### src/hw/rtl/vbp_pkg.sv
`default_nettype none

package vbp_pkg;

  // field widths
  localparam int CODE_W  = 16;
  localparam int WIDTH_W = 5;
  localparam int BYTE_W  = 8;
  localparam int ACC_W   = 24;
  localparam int CNT_W   = 5;
  localparam int S_DATA_W = 24;

  // longest code taken in one request, capped by the code field
  localparam int MAX_CODE_BITS = 16;
  localparam int CODE_LIMIT    = (MAX_CODE_BITS < CODE_W) ? MAX_CODE_BITS : CODE_W;

  typedef struct packed {
    logic load;
    logic emit;
  } vbp_cmd_t;

  typedef struct packed {
    logic has_byte;
    logic is_last;
    logic out_free;
  } vbp_sts_t;

endpackage

`default_nettype wire

### src/hw/rtl/vbp_ctrl.sv
`default_nettype none

module vbp_ctrl (
  input  wire logic             clk,
  input  wire logic             rst,
  input  wire logic             s_tvalid,
  output logic                  s_tready,
  input  wire vbp_pkg::vbp_sts_t sts,
  output vbp_pkg::vbp_cmd_t     cmd
);
  import vbp_pkg::*;

  localparam logic [0:0] ST_IDLE = 1'b0;
  localparam logic [0:0] ST_EMIT = 1'b1;

  logic [0:0] state;
  logic [0:0] state_next;

  always_comb begin
    state_next = state;
    cmd        = '0;
    s_tready   = 1'b0;
    unique case (state)
      ST_IDLE: begin
        s_tready = 1'b1;
        if (s_tvalid) begin
          cmd.load   = 1'b1;
          state_next = ST_EMIT;
        end
      end
      ST_EMIT: begin
        if (!sts.has_byte) begin
          state_next = ST_IDLE;
        end else if (sts.out_free) begin
          cmd.emit = 1'b1;
          if (sts.is_last) begin
            state_next = ST_IDLE;
          end
        end
      end
      default: begin
        state_next = ST_IDLE;
      end
    endcase
  end

  always_ff @(posedge clk) begin
    if (rst) begin
      state <= ST_IDLE;
    end else begin
      state <= state_next;
    end
  end

endmodule

`default_nettype wire

### src/hw/rtl/vbp_dp.sv
`default_nettype none

module vbp_dp (
  input  wire logic                          clk,
  input  wire logic                          rst,
  input  wire logic [vbp_pkg::CODE_W-1:0]    code_value,
  input  wire logic [vbp_pkg::WIDTH_W-1:0]   code_width,
  input  wire logic                          flush_now,
  input  wire vbp_pkg::vbp_cmd_t             cmd,
  output vbp_pkg::vbp_sts_t                  sts,
  input  wire logic                          m_tready,
  output logic                               m_tvalid,
  output logic [vbp_pkg::BYTE_W-1:0]         out_byte,
  output logic                               last_of_run
);
  import vbp_pkg::*;

  logic [ACC_W-1:0]   acc;
  logic [CNT_W-1:0]   pending;
  logic               flush;

  logic [WIDTH_W-1:0] w_sat;
  logic [CODE_W-1:0]  masked;
  logic [ACC_W-1:0]   acc_app;
  logic [CNT_W-1:0]   pending_app;

  logic               full;
  logic [CNT_W-1:0]   rem;
  logic [CNT_W-1:0]   pad_amt;
  logic [ACC_W-1:0]   acc_sh;
  logic [BYTE_W-1:0]  byte_full;
  logic [BYTE_W-1:0]  byte_pad;
  logic [BYTE_W-1:0]  byte_sel;
  logic [CNT_W-1:0]   pending_emit;
  logic               more;

  // append path
  always_comb begin
    w_sat       = (code_width > WIDTH_W'(CODE_LIMIT)) ? WIDTH_W'(CODE_LIMIT) : code_width;
    masked      = code_value & ~({CODE_W{1'b1}} << w_sat);
    acc_app     = (acc << w_sat) | ACC_W'(masked);
    pending_app = pending + CNT_W'(w_sat);
  end

  // byte extraction, oldest bits first
  always_comb begin
    full      = (pending >= CNT_W'(BYTE_W));
    rem       = pending - CNT_W'(BYTE_W);
    pad_amt   = CNT_W'(BYTE_W) - pending;
    acc_sh    = acc >> rem;
    byte_full = acc_sh[BYTE_W-1:0];
    byte_pad  = acc[BYTE_W-1:0] << pad_amt;
    byte_sel  = full ? byte_full : byte_pad;
    pending_emit = full ? rem : '0;
    more = full && ((pending_emit >= CNT_W'(BYTE_W)) || (flush && (pending_emit != '0)));
  end

  always_comb begin
    sts.has_byte = full || (flush && (pending != '0));
    sts.is_last  = !more;
    sts.out_free = !m_tvalid || m_tready;
  end

  always_ff @(posedge clk) begin
    if (rst) begin
      acc     <= '0;
      pending <= '0;
    end else if (cmd.load) begin
      acc     <= acc_app;
      pending <= pending_app;
    end else if (cmd.emit) begin
      pending <= pending_emit;
      if (!full) begin
        acc <= '0;
      end
    end
  end

  always_ff @(posedge clk) begin
    if (cmd.load) begin
      flush <= flush_now;
    end
  end

  // output register
  always_ff @(posedge clk) begin
    if (rst) begin
      m_tvalid <= 1'b0;
    end else if (cmd.emit) begin
      m_tvalid <= 1'b1;
    end else if (m_tready) begin
      m_tvalid <= 1'b0;
    end
  end

  always_ff @(posedge clk) begin
    if (cmd.emit) begin
      out_byte    <= byte_sel;
      last_of_run <= !more;
    end
  end

endmodule

`default_nettype wire

### src/hw/rtl/variable_width_bit_packer.sv
`default_nettype none

// the idle state loads a request into the accumulator, then the emit state moves its bytes,
// zero to three, to the output register; s_tready is high only in idle, so a new request
// waits for the last one's bytes; a byte waits while m_tready is low and the register is full
// the byte rate is one per cycle while m_tready is high, set by the single byte extractor in the datapath
// reset: synchronous active-high rst empties the accumulator and drops m_tvalid

module variable_width_bit_packer (
  input  wire logic        clk,
  input  wire logic        rst,
  // request side
  input  wire logic        s_tvalid,
  output logic             s_tready,
  input  wire logic [23:0] s_tdata,   // [15:0] code_value, [20:16] code_width, [23:21] zero
  input  wire logic        s_tlast,   // flush_now
  // byte side
  output logic             m_tvalid,
  input  wire logic        m_tready,
  output logic [7:0]       m_tdata,   // [7:0] out_byte
  output logic             m_tlast    // last_of_run
);
  import vbp_pkg::*;

  vbp_cmd_t cmd;
  vbp_sts_t sts;

  // controller: idle / emit sequencer
  vbp_ctrl u_ctrl (
    .clk      (clk),
    .rst      (rst),
    .s_tvalid (s_tvalid),
    .s_tready (s_tready),
    .sts      (sts),
    .cmd      (cmd)
  );

  // datapath: accumulator, byte extractor and output register
  vbp_dp u_dp (
    .clk         (clk),
    .rst         (rst),
    .code_value  (s_tdata[CODE_W-1:0]),
    .code_width  (s_tdata[CODE_W+WIDTH_W-1:CODE_W]),
    .flush_now   (s_tlast),
    .cmd         (cmd),
    .sts         (sts),
    .m_tready    (m_tready),
    .m_tvalid    (m_tvalid),
    .out_byte    (m_tdata),
    .last_of_run (m_tlast)
  );

endmodule

`default_nettype wire

### config.mk
export PLATFORM = sky130hd
export DESIGN_NAME = variable_width_bit_packer
export DESIGN_NICKNAME = d
export VERILOG_FILES = /design/src/hw/rtl/vbp_pkg.sv /design/src/hw/rtl/vbp_ctrl.sv /design/src/hw/rtl/vbp_dp.sv /design/src/hw/rtl/variable_width_bit_packer.sv
export SDC_FILE = /design/constraint.sdc
export NUM_CORES = 1
export LEC_CHECK = 0
export ABC_AREA = 1
export BUFFER_PORTS_ARGS = -buffer_cell sky130_fd_sc_hd__buf_4
export CAP_MARGIN = 20
export CORE_ASPECT_RATIO = 1.25
export CORE_UTILIZATION = 55
export CTS_CLUSTER_DIAMETER = 80
export DETAILED_ROUTE_END_ITERATION = 6
export PLACE_DENSITY = 0.85
export SLEW_MARGIN = 20
export SYNTH_ARGS = -nofsm -noshare
export SYNTH_HDL_FRONTEND = slang
export SYNTH_SLANG_ARGS = --single-unit
### constraint.sdc
create_clock -name clk -period 2.1 [get_ports clk]
set_input_delay 0.315 -clock clk [delete_from_list [all_inputs] [get_ports clk]]
set_output_delay 0.315 -clock clk [all_outputs]
set_load 0.02 [all_outputs]
==> results.txt <==
DIE HEIGHT = 101 um
Sw Ratio = 42.0%
Worst hold stages = 1
Depth of the CTS H-tree = 2
DRC viols = 7
Starting Density = 57.5%
Placed Instances = 854
Leakage = 2.23 nW
Final design utilization = 66.0%
Overall power = 0.00288 W
Synth Area in Simple Gates = 41.1%
Setup-failing EPs final = 0
Layout net count = 806
Post-Synth Adder-Cell Area = 2.22%
Seq pwr share = 32.7%
HPWL Detailed = 11.8 mm
Final Cycle Share = 94.3%
Diodes inserted = 0
Area grow syn2layout = 14.8%
Gate power share = 43.3%
First-pass GRT wire length = 24.2 mm
Pwr/cell area = 586 nW/um^2
Cells after Synth = 726
Int Power = 0.00167 W
Fmax = 505 MHz
Tmin final = 1.98 ns
Hold Vio Cnt, Final = 0
Worst min path class = in2reg
Setup WS post-layout = 0.120 ns
Antenna-violating nets left = 0
Initial antenna violation count = 0
CTS buffer count = 5
Multiplexer area fraction after synthesis = 1.64%
Wirelength per Cell = 18.0 um
CP startpoint kind = flip-flop
Area contributors post-synth = nand2_1 20%, dfxtp_1 14%, nand3_1 13%
Starting DRT DRC Count = 399
Crit path cell chain = inv_2 -> ha_4 -> nand2_1 -> o21ai_1 -> nand2_1 -> nand2_2 -> nor2_4 -> nand2_2 -> nand2_2 -> inv_6 -> nand2_1 -> a31oi_1
Register area share after synthesis = 21.5%
Post-CTS setup buffer count = 0
Max-cap viol count = 0
Asr flop ratio synth = 0%
Yosys cell types = 48
DR vias/cell = 6.14
WP depth = 12
Clock Sinks = 41
EDFF count, synth = 10
Commonest cells in the synthesized netlist = 232 x nand2_1, 109 x nand3_1, 66 x inv_1
Most numerous cell in the Yosys netlist = nand2_1
Slew at the pin closest to its max-slew limit = 0.556 ns
XOR/XNOR share of the synthesized area = 1.02%
Pre-CTS WS = -0.105 ns
Maximum vdd drop = 0.308 mV
Non-filler cells, final = 863
Critical path fanouts, max = 27
Number of global-route vias before repair = 5006
Maximum number of pins on one net before global-route repair = 44
Max-slew headroom = 62.6%
Die area = 8140 um^2
Clock-pin slew on the worst setup and hold paths = 0.10 ns
Post-Syn Area per Cell = 5.90 um^2
Compound-gate portion of the synthesized area = 20.8%
Slowest cell on crit path = dfxtp_4
Max Slew Vio Count = 0
Largest stage delay on the critical path = 0.39 ns
WS Path Type = reg2reg
Post-Syn Nets = 762
Placement row count = 35
Status = complete, but fails checks
Vias = 5298
Cell family with most CP delay = simple AND/OR/NAND/NOR gates
Net Sw Power = 0.00121 W
Longest Clk Path Bufs = 2
Reg2reg path depth = 12
GRT Util Overall = 39.6%
YS warnings = 0
Violated checks = design-rule violations
Worst path bufs/invs = 2
Port bufs = 36
Core area = 7440 um^2
Syn Std Cell Area = 4280 um^2
Total gr overflow = 0
Clk root buf = clkbuf_8
I/O pin count = 40
CTS tree = yes
Top FF cell, synth = dfxtp_1
Yosys reg bits = 41
Largest family of logic cells by synthesized area = simple AND/OR/NAND/NOR gates
Fillers = 691
Clock Power Share = 24.0%
TritonRoute pass-1 iters = 7
Critical path arrival = 2.20 ns
Clk_skew = 0.0170 ns
Area of the multi-input gates = 2880 um^2
Layout cell share with drive strength beyond 1 = 15.3%
CP required = 2.32 ns
Routability cong. = 0.994
Post-synth top area cell = nand2_1
Skew-Pair Late Insertion Delay = 0.31 ns
Register Area = 925 um^2
Unrepaired setup endpoints after global routing = false
Crit. End Element = flip-flop
Die Width = 80.9 um
Routed WL = 15.5 mm
Synth top area share = 20.3%
==> power by group through the flow <==
stage	Sequential, W	Clock, W	Combinational (W)
5_1_grt	0.000948	0.000714	0.00136
3_5_place_dp	0.000955	0	0.00120
6_report	0.000943	0.000692	0.00125
3_3_place_gp	0.000953	0	0.00117
4_1_cts	0.000937	0.000681	0.00121
2_1_floorplan	0.000955	0	0.000831
==> final cells by class <==
class	instances	share of cell area (%)
Clock buffer	5	1.40
Clock inverter	3	0.942
Inverter	74	5.81
Multi-Input combinational cell	573	58.6
Sequential cell	41	18.8
Tap cell	92	2.34
Timing Repair Buffer	75	12.1
==> cells in the final DEF, fill, tap and decap left out, drive strengths merged, types with 2 or more instances in the layout <==
cell | Yosys | layout
o22ai | 3 | 3
nor2 | 30 | 30
o21a | 3 | 3
xnor2 | 3 | 3
clkinv | 1 | 2
nand4 | 2 | 2
dfxtp | 31 | 31
inv | 73 | 73
edfxtp | 10 | 10
or2 | 3 | 3
buf | 23 | 74
a31oi | 5 | 5
nand3 | 112 | 112
nor3 | 2 | 2
a21oi | 50 | 50
nand2 | 244 | 244
nand3b | 2 | 2
o211ai | 20 | 20
o21ai | 66 | 66
clkbuf | 15 | 6
o221ai | 2 | 2
mux2i | 7 | 7
o21bai | 2 | 2
ha | 6 | 6
xor2 | 2 | 2
==> metrics by stage <==
step	area (um^2)	hold WS (ns)	TNS, ns
floorplan	4300	0.414	0
global placement	4760	0.456	-0.0442
detailed placement	4760	0.468	-0.442
CTS	4880	0.187	0
global route	4910	0.180	0
finish	4910	0.187	0
==> routing by layer <==
| layer | part of all wire (%) | track usage, % |
|---|---|---|
| met2 | 48 | 68.5 |
| met3 | 8.8 | 5.16 |
| met4 | 6.8 | 24.7 |
| met1 | 36 | 45.1 |
| met5 | 0 | 0 |
==> flip-flops by register name, indices dropped and copies added, names as in the netlist <==
register and cells:
u_dp.last_of_run 1, u_dp.acc 24, u_ctrl.state 1, u_dp.out_byte 8, u_dp.pending 5, u_dp.m_tvalid 1
u_dp.flush 1
==> worst register-to-register path, delay by kind of cell, from the launching register on <==
family,cells,cell delay [ns]
AND/OR/NAND/NOR,7,0.59
flip-flops,1,0.39
buffers and inverters,2,0.36
AO/OA/AOI/OAI,2,0.36
adder cells (fa/ha/maj),1,0.19
==> path summary, 6_finish.rpt <==
kind	startpoint	to	slack [ns]
setup reg to reg	u_dp.pending[0]$_SDFFE_PP0N_	u_dp.acc[6]$_SDFFE_PP0P_	0.12
hold / removal	s_tlast	u_dp.flush$_DFFE_PP_	0.19
setup / recovery	u_dp.pending[0]$_SDFFE_PP0N_	u_dp.acc[6]$_SDFFE_PP0P_	0.12
hold reg to reg	u_dp.acc[20]$_SDFFE_PP0P_	u_dp.acc[20]$_SDFFE_PP0P_	0.48
==> cells by family after synthesis <==
logic type               Yosys count
adder cells (fa/ha/maj)            7
AND/OR/NAND/NOR                  397
multiplexers                       7
buffers and inverters            112
XOR/XNOR                           5
flip-flops                        41
AO/OA/AOI/OAI                    157
==> repair_timing <==
item                                    4_1_cts  5_1_grt
cloned                                        0        1
pin swaps                                     0        1
resized for setup                             2       10
endpoints found under the setup margin       26       33
hold buffers                                  0        0
Power figures use the tool's default switching activity.
